**config.mk**
```make
export PLATFORM = sky130hd
export DESIGN_NAME = rds_core
export DESIGN_NICKNAME = d
export VERILOG_FILES = /design/src/rds_pkg.sv /design/src/rds_alu.sv /design/src/rds_div.sv /design/src/rds_core.sv
export SDC_FILE = /design/constraint.sdc
export NUM_CORES = 2
export LEC_CHECK = 0
export ABC_CLOCK_PERIOD_IN_PS = 12800
export BUFFER_PORTS_ARGS = -buffer_cell sky130_fd_sc_hd__clkbuf_2
export CAP_MARGIN = 10
export CORE_MARGIN = 1.5
export CORE_UTILIZATION = 45
export DETAILED_ROUTE_END_ITERATION = 10
export GPL_TIMING_DRIVEN = 0
export PLACE_DENSITY_LB_ADDON = 0.1
export SLEW_MARGIN = 0
export SYNTH_ARGS = -nofsm -noshare
export SYNTH_HDL_FRONTEND = slang
export SYNTH_SLANG_ARGS = --single-unit
```
**constraint.sdc**
```tcl
create_clock -name aclk -period 12.8 [get_ports aclk]
set_input_delay 0.64 -clock aclk [delete_from_list [all_inputs] [get_ports aclk]]
set_output_delay 0.64 -clock aclk [all_outputs]
set_load 0.05 [all_outputs]
```
**src/rds_pkg.sv**
```systemverilog
// Shared types, constants and codes of the reaction-diffusion stencil block.
`default_nettype none
package rds_pkg;
    localparam int COLS_DEF = 128;
    localparam int CELL_W = 64;

    localparam logic signed [31:0] Q_ONE = 32'sd16777216;
    localparam logic signed [31:0] SAT_MAX = 32'sh7fffffff;
    localparam logic signed [31:0] SAT_MIN = 32'sh80000000;

    typedef logic [2:0] alu_op_t;
    localparam alu_op_t ALU_NOP  = 3'd0;
    localparam alu_op_t ALU_MUL  = 3'd1;
    localparam alu_op_t ALU_LD   = 3'd2;
    localparam alu_op_t ALU_ADD  = 3'd3;
    localparam alu_op_t ALU_SUB  = 3'd4;
    localparam alu_op_t ALU_SUB4 = 3'd5;

    typedef logic [2:0] reg_idx_t;
    localparam reg_idx_t REG_DIFF_A   = 3'd0;
    localparam reg_idx_t REG_DIFF_B   = 3'd1;
    localparam reg_idx_t REG_SOURCE_P = 3'd2;
    localparam reg_idx_t REG_DECAY_Q  = 3'd3;
    localparam reg_idx_t REG_SAT_R    = 3'd4;
    localparam reg_idx_t REG_TIME_STEP = 3'd5;
    localparam reg_idx_t REG_INV_GRID = 3'd6;

    localparam logic [30:0] RST_DIFF_A = 31'd6710886;
    localparam logic [30:0] RST_DIFF_B = 31'd104018739;
    localparam logic [31:0] RST_SOURCE_P = 32'd0;
    localparam logic [31:0] RST_DECAY_Q = 32'd26843546;
    localparam logic [30:0] RST_SAT_R = 31'd8388608;
    localparam logic [30:0] RST_TIME_STEP = 31'd167772;
    localparam logic [30:0] RST_INV_GRID = 31'd16777216;

    typedef struct packed {
        logic [30:0]        diff_a;
        logic [30:0]        diff_b;
        logic signed [31:0] source_p;
        logic signed [31:0] decay_q;
        logic [30:0]        saturation_r;
        logic [30:0]        time_step;
        logic [30:0]        inv_grid_sq;
    } rds_cfg_t;

    typedef struct packed {
        logic signed [31:0] ca;
        logic signed [31:0] cb;
        logic signed [31:0] na;
        logic signed [31:0] nb;
        logic signed [31:0] sa;
        logic signed [31:0] sb;
        logic signed [31:0] wa;
        logic signed [31:0] wb;
        logic signed [31:0] ea;
        logic signed [31:0] eb;
    } rds_opnd_t;

    typedef struct packed {
        logic signed [31:0] next_a;
        logic signed [31:0] next_b;
        logic               clipped;
    } rds_res_t;
endpackage
`default_nettype wire

```
**src/rds_alu.sv**
```systemverilog
// Shared multiply and accumulate unit with Q8.24 rounding and saturation.
`default_nettype none
module rds_alu (
    input  wire logic               aclk,
    input  wire rds_pkg::alu_op_t   op,
    input  wire logic signed [31:0] x,
    input  wire logic signed [31:0] y,
    output logic signed [31:0]      mul_res,
    output logic                    mul_clip,
    output logic signed [31:0]      sat_res,
    output logic                    sat_clip
);
    import rds_pkg::*;

    logic signed [63:0] prod_reg;
    logic signed [35:0] acc_reg;
    logic signed [35:0] x_ext;
    logic signed [63:0] rnd;
    logic [8:0]         mul_top;
    logic [4:0]         acc_top;

    assign x_ext = {{4{x[31]}}, x};

    always_ff @(posedge aclk) begin
        case (op)
            ALU_MUL:  prod_reg <= x * y;
            ALU_LD:   acc_reg <= x_ext;
            ALU_ADD:  acc_reg <= acc_reg + x_ext;
            ALU_SUB:  acc_reg <= acc_reg - x_ext;
            ALU_SUB4: acc_reg <= acc_reg - (x_ext <<< 2);
            default: ;
        endcase
    end

    always_comb begin
        rnd = prod_reg + 64'sd8388608;
        mul_top = rnd[63:55];
        mul_clip = !((&mul_top) || !(|mul_top));
        mul_res = mul_clip ? (rnd[63] ? SAT_MIN : SAT_MAX) : rnd[55:24];
        acc_top = acc_reg[35:31];
        sat_clip = !((&acc_top) || !(|acc_top));
        sat_res = sat_clip ? (acc_reg[35] ? SAT_MIN : SAT_MAX) : acc_reg[31:0];
    end
endmodule
`default_nettype wire

```
**src/rds_div.sv**
```systemverilog
// Radix-4 restoring divider for the Q8.24 quotient with saturation.
`default_nettype none
module rds_div (
    input  wire logic               aclk,
    input  wire logic               aresetn,
    input  wire logic               start,
    input  wire logic signed [31:0] num,
    input  wire logic signed [31:0] den,
    output logic                    done,
    output logic signed [31:0]      quot,
    output logic                    clip
);
    import rds_pkg::*;

    localparam int STEPS = 28;
    localparam int BITS = 2;
    localparam int NW = 56;
    localparam int CNT_W = $clog2(STEPS);

    logic             busy_reg;
    logic             done_reg;
    logic [CNT_W-1:0] cnt_reg;
    logic [NW-1:0]    nsh_reg;
    logic [NW-1:0]    nsh_next;
    logic [31:0]      rem_reg;
    logic [31:0]      rem_next;
    logic [NW-1:0]    q_reg;
    logic [NW-1:0]    q_next;
    logic [31:0]      d_reg;
    logic             neg_reg;
    logic [32:0]      trial;
    logic             over;

    always_comb begin
        rem_next = rem_reg;
        nsh_next = nsh_reg;
        q_next = q_reg;
        trial = '0;
        for (int k = 0; k < BITS; k++) begin
            trial = {rem_next, nsh_next[NW-1]};
            nsh_next = {nsh_next[NW-2:0], 1'b0};
            if (trial >= {1'b0, d_reg}) begin
                trial = trial - {1'b0, d_reg};
                q_next = {q_next[NW-2:0], 1'b1};
            end else begin
                q_next = {q_next[NW-2:0], 1'b0};
            end
            rem_next = trial[31:0];
        end
    end

    always_ff @(posedge aclk) begin
        if (!aresetn) begin
            busy_reg <= 1'b0;
            done_reg <= 1'b0;
        end else if (start) begin
            done_reg <= 1'b0;
            neg_reg <= 1'b0;
            rem_reg <= '0;
            cnt_reg <= '0;
            if (den == 32'sd0) begin
                q_reg <= (num != 32'sd0) ? '1 : '0;
                done_reg <= 1'b1;
                busy_reg <= 1'b0;
            end else begin
                q_reg <= '0;
                neg_reg <= den[31];
                d_reg <= den[31] ? (~den + 32'd1) : den;
                nsh_reg <= {1'b0, num[30:0], 24'd0};
                busy_reg <= 1'b1;
            end
        end else if (busy_reg) begin
            rem_reg <= rem_next;
            nsh_reg <= nsh_next;
            q_reg <= q_next;
            cnt_reg <= cnt_reg + 1'b1;
            if (cnt_reg == CNT_W'(STEPS - 1)) begin
                busy_reg <= 1'b0;
                done_reg <= 1'b1;
            end
        end
    end

    always_comb begin
        if (neg_reg) begin
            over = (q_reg[NW-1:32] != '0) || (q_reg[31] && (q_reg[30:0] != '0));
            quot = over ? SAT_MIN : -q_reg[31:0];
        end else begin
            over = (q_reg[NW-1:31] != '0);
            quot = over ? SAT_MAX : q_reg[31:0];
        end
    end

    assign clip = over;
    assign done = done_reg;
endmodule
`default_nettype wire

```
**src/rds_core.sv**
```systemverilog
// Microcoded sequencer that runs one cell update on the shared unit.
`default_nettype none
module rds_core (
    input  wire logic              aclk,
    input  wire logic              aresetn,
    input  wire logic              start,
    input  wire logic              res_ready,
    input  wire rds_pkg::rds_cfg_t cfg,
    input  wire rds_pkg::rds_opnd_t opnd,
    output logic                   done,
    output rds_pkg::rds_res_t      res
);
    import rds_pkg::*;

    localparam logic [5:0] U_KA = 6'd0;
    localparam logic [5:0] U_KB = 6'd1;
    localparam logic [5:0] U_A2 = 6'd2;
    localparam logic [5:0] U_RA2 = 6'd3;
    localparam logic [5:0] U_T_LD = 6'd4;
    localparam logic [5:0] U_T_ADD = 6'd5;
    localparam logic [5:0] U_DEN = 6'd6;
    localparam logic [5:0] U_LA_N = 6'd7;
    localparam logic [5:0] U_LA_S = 6'd8;
    localparam logic [5:0] U_LA_W = 6'd9;
    localparam logic [5:0] U_LA_E = 6'd10;
    localparam logic [5:0] U_LA_C = 6'd11;
    localparam logic [5:0] U_LB_N = 6'd12;
    localparam logic [5:0] U_LB_S = 6'd13;
    localparam logic [5:0] U_LB_W = 6'd14;
    localparam logic [5:0] U_LB_E = 6'd15;
    localparam logic [5:0] U_LB_C = 6'd16;
    localparam logic [5:0] U_GA_LD = 6'd17;
    localparam logic [5:0] U_GA_SUB = 6'd18;
    localparam logic [5:0] U_FA_LD = 6'd19;
    localparam logic [5:0] U_FA_MUL = 6'd20;
    localparam logic [5:0] U_FA_SUB = 6'd21;
    localparam logic [5:0] U_FA_DIV = 6'd22;
    localparam logic [5:0] U_DA_MUL = 6'd23;
    localparam logic [5:0] U_DA_LD = 6'd24;
    localparam logic [5:0] U_DA_ADD = 6'd25;
    localparam logic [5:0] U_DB_MUL = 6'd26;
    localparam logic [5:0] U_DB_LD = 6'd27;
    localparam logic [5:0] U_DB_ADD = 6'd28;
    localparam logic [5:0] U_XA_MUL = 6'd29;
    localparam logic [5:0] U_XA_LD = 6'd30;
    localparam logic [5:0] U_XA_ADD = 6'd31;
    localparam logic [5:0] U_XB_MUL = 6'd32;
    localparam logic [5:0] U_XB_LD = 6'd33;
    localparam logic [5:0] U_XB_ADD = 6'd34;
    localparam logic [5:0] U_FIN = 6'd35;

    logic [5:0]         step_reg;
    logic               busy_reg;
    logic               clip_reg;
    logic               clip_next;
    logic signed [31:0] ka_reg, kb_reg, a2_reg, la_reg, lb_reg;
    logic signed [31:0] ga_reg, fa_reg, da_reg, db_reg, xa_reg;

    alu_op_t            op;
    logic signed [31:0] x, y;
    logic signed [31:0] mul_res, sat_res, div_quot;
    logic               mul_clip, sat_clip, div_clip, div_done;
    logic               take_mr, take_sr, take_dv, div_go, advance;

    rds_alu u_alu (
        .aclk     (aclk),
        .op       (op),
        .x        (x),
        .y        (y),
        .mul_res  (mul_res),
        .mul_clip (mul_clip),
        .sat_res  (sat_res),
        .sat_clip (sat_clip)
    );

    rds_div u_div (
        .aclk    (aclk),
        .aresetn (aresetn),
        .start   (div_go),
        .num     (a2_reg),
        .den     (mul_res),
        .done    (div_done),
        .quot    (div_quot),
        .clip    (div_clip)
    );

    always_comb begin
        op = ALU_NOP;
        x = '0;
        y = '0;
        take_mr = 1'b0;
        take_sr = 1'b0;
        take_dv = 1'b0;
        div_go = 1'b0;
        if (busy_reg) begin
            case (step_reg)
                U_KA: begin
                    op = ALU_MUL; x = {1'b0, cfg.diff_a}; y = {1'b0, cfg.inv_grid_sq};
                end
                U_KB: begin
                    op = ALU_MUL; x = {1'b0, cfg.diff_b}; y = {1'b0, cfg.inv_grid_sq};
                    take_mr = 1'b1;
                end
                U_A2: begin
                    op = ALU_MUL; x = opnd.ca; y = opnd.ca; take_mr = 1'b1;
                end
                U_RA2: begin
                    op = ALU_MUL; x = {1'b0, cfg.saturation_r}; y = mul_res; take_mr = 1'b1;
                end
                U_T_LD: begin
                    op = ALU_LD; x = Q_ONE;
                end
                U_T_ADD: begin
                    op = ALU_ADD; x = mul_res; take_mr = 1'b1;
                end
                U_DEN: begin
                    op = ALU_MUL; x = opnd.cb; y = sat_res; take_sr = 1'b1;
                end
                U_LA_N: begin
                    op = ALU_LD; x = opnd.na; take_mr = 1'b1; div_go = 1'b1;
                end
                U_LA_S: begin op = ALU_ADD; x = opnd.sa; end
                U_LA_W: begin op = ALU_ADD; x = opnd.wa; end
                U_LA_E: begin op = ALU_ADD; x = opnd.ea; end
                U_LA_C: begin op = ALU_SUB4; x = opnd.ca; end
                U_LB_N: begin op = ALU_LD; x = opnd.nb; take_sr = 1'b1; end
                U_LB_S: begin op = ALU_ADD; x = opnd.sb; end
                U_LB_W: begin op = ALU_ADD; x = opnd.wb; end
                U_LB_E: begin op = ALU_ADD; x = opnd.eb; end
                U_LB_C: begin op = ALU_SUB4; x = opnd.cb; end
                U_GA_LD: begin op = ALU_LD; x = a2_reg; take_sr = 1'b1; end
                U_GA_SUB: begin op = ALU_SUB; x = opnd.cb; end
                U_FA_LD: begin op = ALU_LD; x = cfg.source_p; take_sr = 1'b1; end
                U_FA_MUL: begin op = ALU_MUL; x = cfg.decay_q; y = opnd.ca; end
                U_FA_SUB: begin op = ALU_SUB; x = mul_res; take_mr = 1'b1; end
                U_FA_DIV: begin
                    if (div_done) begin
                        op = ALU_ADD; x = div_quot; take_dv = 1'b1;
                    end
                end
                U_DA_MUL: begin
                    op = ALU_MUL; x = ka_reg; y = la_reg; take_sr = 1'b1;
                end
                U_DA_LD: begin op = ALU_LD; x = mul_res; take_mr = 1'b1; end
                U_DA_ADD: begin op = ALU_ADD; x = fa_reg; end
                U_DB_MUL: begin
                    op = ALU_MUL; x = kb_reg; y = lb_reg; take_sr = 1'b1;
                end
                U_DB_LD: begin op = ALU_LD; x = mul_res; take_mr = 1'b1; end
                U_DB_ADD: begin op = ALU_ADD; x = ga_reg; end
                U_XA_MUL: begin
                    op = ALU_MUL; x = da_reg; y = {1'b0, cfg.time_step}; take_sr = 1'b1;
                end
                U_XA_LD: begin op = ALU_LD; x = opnd.ca; end
                U_XA_ADD: begin op = ALU_ADD; x = mul_res; take_mr = 1'b1; end
                U_XB_MUL: begin
                    op = ALU_MUL; x = db_reg; y = {1'b0, cfg.time_step}; take_sr = 1'b1;
                end
                U_XB_LD: begin op = ALU_LD; x = opnd.cb; end
                U_XB_ADD: begin op = ALU_ADD; x = mul_res; take_mr = 1'b1; end
                default: ;
            endcase
        end
    end

    assign advance = busy_reg && !((step_reg == U_FA_DIV) && !div_done)
                     && !((step_reg == U_FIN) && !res_ready);
    assign clip_next = clip_reg | (take_mr & mul_clip) | (take_sr & sat_clip)
                       | (take_dv & div_clip);

    always_ff @(posedge aclk) begin
        if (!aresetn) begin
            busy_reg <= 1'b0;
            step_reg <= U_KA;
        end else if (start) begin
            busy_reg <= 1'b1;
            step_reg <= U_KA;
        end else if (advance) begin
            if (step_reg == U_FIN) begin
                busy_reg <= 1'b0;
            end else begin
                step_reg <= step_reg + 1'b1;
            end
        end
    end

    always_ff @(posedge aclk) begin
        if (start) begin
            clip_reg <= 1'b0;
        end else if (advance) begin
            clip_reg <= clip_next;
            case (step_reg)
                U_KB:     ka_reg <= mul_res;
                U_A2:     kb_reg <= mul_res;
                U_RA2:    a2_reg <= mul_res;
                U_LB_N:   la_reg <= sat_res;
                U_GA_LD:  lb_reg <= sat_res;
                U_FA_LD:  ga_reg <= sat_res;
                U_DA_MUL: fa_reg <= sat_res;
                U_DB_MUL: da_reg <= sat_res;
                U_XA_MUL: db_reg <= sat_res;
                U_XB_MUL: xa_reg <= sat_res;
                default: ;
            endcase
        end
    end

    assign done = busy_reg && (step_reg == U_FIN);
    assign res.next_a = xa_reg;
    assign res.next_b = sat_res;
    assign res.clipped = clip_reg | sat_clip;
endmodule
`default_nettype wire

```
* After elaboration in Yosys (flattened, before gate mapping)
Index checks and enable logic that the tools add are counted.
** Word-level totals
- Output and inout bits :: 66
- Logic and storage cells :: 205
- Input port bits :: 543
- Register bits :: 612
** Cells by class
- $lt $le $gt $ge :: 2
- $mul :: 1
- Mux-type cells :: 51
- Equality and inequality tests :: 42
- Add/subtract/negate cells :: 10
- Reduce and logical (&&, ||, !) cells :: 63
- Bitwise logic cells :: 12
** Operator list (count)
- case mux 32 bit (25 select lines) :: 1
- 2-to-1 mux 32 bit :: 13
- 2-to-1 mux 56 bit :: 7
- case mux 32 bit (7 select lines) :: 1
- case mux 36 bit (4 select lines) :: 1
- equality test 6 x 5 -> 1 bit, second input constant :: 16
- greater-or-equal comparator 33 x 32 -> 1 bit :: 2
- adder 64 x 25 -> 64 bit, second input constant :: 1
- multiplier 32 x 32 -> 64 bit :: 1
- subtractor 32 bit :: 2
- equality test 6 x 4 -> 1 bit, second input constant :: 8
- adder 36 x 32 -> 36 bit :: 1
- AND reduction 3 bit :: 12
- subtractor 36 x 32 -> 36 bit :: 1
- subtractor 36 x 34 -> 36 bit :: 1
- adder 32 x 1 -> 32 bit, second input constant :: 1
- zero test 32 bit :: 1
- negator 32 bit :: 1
- NOT 32 bit :: 1
- nonzero test 32 bit :: 1
- 2-to-1 mux 31 bit :: 1
- nonzero test 31 bit :: 1
- nonzero test 25 bit :: 1
- equality test 6 x 3 -> 1 bit, second input constant :: 4
- other kinds (37) :: 101

* Logic depth before layout (Yosys ltp)
- Depth after elaboration :: 10
- Gate-level depth with buffers :: 46
- Mapped depth without buffers :: 42

* By module
From an unflattened synthesis, not the netlist that was laid out.
** Second synthesis, totals
- Cell total of the unflattened synthesis :: 7371
- Area total of the unflattened synthesis :: 71905.2 µm²
** Modules (own cells, without submodules)
- rds_alu :: sequential area each 2312.2 µm², cells an instance 4840, area each 43990.9 µm², instances 1
- rds_core :: sequential area each 9769.4 µm², cells an instance 1292, area each 16085.4 µm², instances 1
- rds_div :: sequential area each 4784.6 µm², cells an instance 1239, area each 11828.8 µm², instances 1

* Worst setup path after synthesis
Ideal clock, no wire load.
- Path kind :: reg-to-reg
- Start point :: register u_alu.prod_reg[30]
- End point :: register u_alu.prod_reg[54], data pin
- Stages on the path, launching flop included :: 42
- Path slack :: 1.921 ns
- Setup time :: 0.262 ns
- Data arrival time :: 10.618 ns
- Period minus slack after synthesis :: 10.879 ns
- Path buffers :: 4
- Cell sequence :: edfxtp_1 -> and4_1 -> buf_4 -> nand4_4 -> or4_1 -> o32a_1 -> or2_1 -> a211oi_4 -> buf_6 -> clkbuf_1 -> nand2_1 -> nand2_1 -> inv_1 -> a221o_1 -> nand2_1 -> clkbuf_1 -> nor2_1 -> fa_1 -> (+6 left out) -> fa_1 -> fa_1 -> fa_1 -> ha_1 -> a21o_1 -> a21o_1 -> a21oi_1 -> o21ai_0 -> a21oi_1 -> o21ai_0 -> a21o_1 -> a31o_2 -> a221oi_2 -> o21bai_1 -> a21oi_1 -> o221a_2 -> o21ai_1 -> xor2_1
** Between the ends
- Cells in the longest elaborated chain, start to end :: 8
- Elaborated cells on any way between the ends :: 12
** Ends and longest elaborated chain
- from (decl) :: line rds_alu.sv:15 : logic signed [63:0] prod_reg;
- from (signal assigned) :: line rds_alu.sv:26 : ALU_MUL: prod_reg <= x * y;
- adder 64 x 25 -> 64 bit (*) :: line rds_alu.sv:36 : rnd = prod_reg + 64'sd8388608;
- OR reduction 9 bit :: line rds_alu.sv:38 : mul_clip = !((&mul_top) || !(|mul_top));
- zero test 1 bit :: line rds_alu.sv:38
- logical OR 1 bit :: line rds_alu.sv:38
- 2-to-1 mux 32 bit (*) :: line rds_alu.sv:39 : mul_res = mul_clip ? (rnd[63] ? SAT_MIN : SAT_MAX) : rnd[55:24];
- named net mul_res[8] :: line rds_core.sv:61 : logic signed [31:0] mul_res, sat_res, div_quot;
- case mux 32 bit (25 select lines) or case mux 32 bit (7 select lines) (tied branches) :: line rds_core.sv:96 : case (step_reg)
- 2-to-1 mux 32 bit :: line rds_core.sv:95 : if (busy_reg) begin
- multiplier 32 x 32 -> 64 bit (*) :: line rds_alu.sv:26
Mark *: on every way through the listed nets, which the timed path passes. The rest lies on a longest branch.
A chain may end at the register's enable or synchronous reset.

* Worst setup path in the final report
- Start point :: register step_reg[0]
- End point :: register u_alu.prod_reg[54], data pin
** Between the ends
- Cells in the longest elaborated chain, start to end :: 5
- Elaborated cells on any way between the ends :: 46
** Ends and longest elaborated chain
- from (decl) :: line rds_core.sv:52 : logic [5:0] step_reg;
- from (signal assigned) :: line rds_core.sv:182 : step_reg <= step_reg + 1'b1;
- equality test 6 bit (tied with other cells) :: line rds_core.sv:96
- OR reduction 6 bit (no line) (tied with other cells)
- case mux 32 bit (25 select lines) or case mux 32 bit (7 select lines) (tied branches) :: line rds_core.sv:96
- 2-to-1 mux 32 bit :: line rds_core.sv:95
- multiplier 32 x 32 -> 64 bit (*) :: line rds_alu.sv:26
Mark *: on every way between the ends. The rest lies on a longest branch, timed or not.

==> results.toml <==
[synthesis]
syn_avg_cell_area_um2 = 9.44
synthCells = 7560
netlist_area_um2 = 71300
ys_ff_latch = 565
async_flop_share = 0
yosysMostFrequentCell = "inv_1"
synth_largest_area_cell = "fa_1"
yosys-top-cells-count = "inv_1, fa_1, nand2_1"
yosys_warnings = 0
synth-edff-count = 555
synth.area.top_cells = "fa_1, edfxtp_1, inv_1, ha_1, nand2_1"
synth_cell_types = 100
synth_top_area_frac = 0.305
syn_nets = 9509
synth_ff_type = "edfxtp_1"
ys_seq_area_frac = 0.236

[finish]
final_net_count = 10310
final_layout_size_suffix_gt1_frac = 0.155
syn2layout_area_growth_pct = 15.4
largest_reg_flops = 56
n_fill_cell = 14880
fin_cells = 10505

[floorplanning]
ios = 609
die_area_um2 = 161000
die_h_um = 401
core_area_um2 = 157000
die_w_um = 401
start_util = 0.455
fp-row-count = 145

[setup_path]
crit_required_ps = 13180
worstSetupPathType = "reg2reg"
cp_slowest_stage_delay_ps = 870
path_max_fanout = 10
slowest_stage = "clkbuf_1"
cp-end-kind = "flip-flop"
cp_common_cell = "fa_1"
cp-start-kind = "flip-flop"
cp.arrival_ps = 13100

[clocking]
postCtsHoldBufs = 0
clock_sinks = 565
cts_tree = "done"
clockBufferDepth = 3
cts-root-buf = "clkbuf_16"
clk_latency_ps = 730
htreeDepth = 3
cts.clk_slew.worst_paths_ps = 60
cts_buffers = 70

[routing]
route.detailed.drc = 0
first_pass_iters = 9
vias = 66710
antenna_left = 0
drt_iter0_markers = 9694
totalWireLength_mm = 385
via_per_inst = 6.35
wire_per_inst_um = 36.6

[placement]
numPortBuffers = 608
hpwl_mm = 316
place.gp.congestion = 1.17
place_inst = 10306

[power]
ir_drop_mv = 0.108
intPower_mw = 4.08
p_sw_mw = 2.61
seqPwrFrac = 0.317
clkPwrFrac = 0.328
p_per_area_nw_per_um2 = 81.1
p_total_mw = 6.68
power_switching_share = 0.390
power_leakage_nw = 36.9
power_frac_comb = 0.355

[global_routing]
grt.total_usage = 0.472
antenna_found_initial = 44
grt_pass1_wl_mm = 522
grt-ovfl-total = 0
grt_pass1_vias = 65996
grt_max_degree = 57

[job]
drv_cap = 0

[timing]
max_slew.worst_pin.slew_ps = 1460
final_max_slew_viol_count = 0
fin_skew_ps = 95.0
finalCriticalPeriod_ps = 12720
min_period_over_period = 0.994
hold_viol_final = 0
setup_viol = 0
fmax_mhz = 78.6
slew_headroom = 0.0121

[min_path]
hold_path.class = "in2reg"

[status]
outcome = "finished clean"
==> worst paths after layout <==
check	startpoint	endpoint	slack (ps)	cells past startpoint
setup / recovery	step_reg[0]	u_alu.prod_reg[54]	80	40
hold / removal	start	clip_reg	220	2
hold reg to reg	clip_reg	clip_reg	490	2
setup reg to reg	step_reg[0]	u_alu.prod_reg[54]	80	40
==> critical path, delay by kind of cell, from the launching register on <==
family                     cells  cell delay (ps)
adders and majority gates     10             4610
buffers and inverters         10             2420
and+or+nand+nor                7             2160
xor gates and xnor gates       1              190
DFF                            1              420
AOI/OAI and AO/OA             12             2500
==> power by group through the flow <==
stage	registers [mW]	clock network (mW)	logic, mW
2_1_floorplan	2.13	0	1.21
3_3_place_gp	2.15	0	2.16
3_5_place_dp	2.15	0	2.20
4_1_cts	2.11	2.19	2.25
5_1_grt	2.12	2.25	2.47
6_report	2.12	2.20	2.37
==> cells by family after synthesis <==
group / share of synthesized area
xor gates and xnor gates: 0.0336
and+or+nand+nor: 0.138
AOI/OAI and AO/OA: 0.138
buffers and inverters: 0.0859
DFF: 0.236
adders and majority gates: 0.361
muxes: 0.00740
==> placed cells by master (no fill, tap or decap), types with 88 or more instances in the layout <==
master,netlist,final
clkbuf_1,332,183
a21o_1,173,173
a22oi_1,329,326
a21oi_1,265,239
fa_1,1086,1082
xor2_1,88,88
nand2_1,935,919
ha_1,320,320
inv_1,1208,1193
clkbuf_2,0,721
nand4_1,94,94
xnor2_1,186,186
nor2_1,724,692
o21ai_0,183,170
edfxtp_1,555,555
==> per-stage QoR <==
stage | setup TNS, ps | setup WS [ps] | hold slack, ps | util | cell area (um^2)
after floorplan | 0 | 1920 | 454 | - | 71300
after global placement | -89660 | -3330 | 466 | 0.491 | 77000
after detailed placement | -73110 | -3500 | 483 | 0.499 | 78300
after CTS | 0 | 4.26 | 179 | 0.521 | 81700
after global routing | -19.6 | -14.4 | 223 | 0.525 | 82300
final | 0 | 80.6 | 222 | 0.525 | 82400
==> cell type report <==
cell class                      instances  area, um^2  share of cell area
Sequential cell                       565       16900               0.205
Inverter                             1216        4620              0.0561
Clock inverter                         49         668             0.00811
Buffer                                384        1880              0.0228
Tap cell                             2058        2570              0.0313
Timing Repair Buffer                  743        4590              0.0557
Antenna cell                           29        72.6            0.000881
Multi-Input combinational cell       5381       49300               0.598
Clock buffer                           80        1840              0.0224
==> metal layers <==
metal | GRT usage | routed length [um]
met1 | 0.551 | 132000
met2 | 0.703 | 163000
met3 | 0.136 | 46100
met4 | 0.432 | 44100
met5 | 0 | 68
==> what timing repair did <==
action                     4_1_cts  5_1_grt
buffers inserted                25       25
hold endpoints to repair         0        0
resized for setup              311      209
setup endpoints to repair       41       25
pin swaps                        6        8
(Power assumes the default switching activity.)
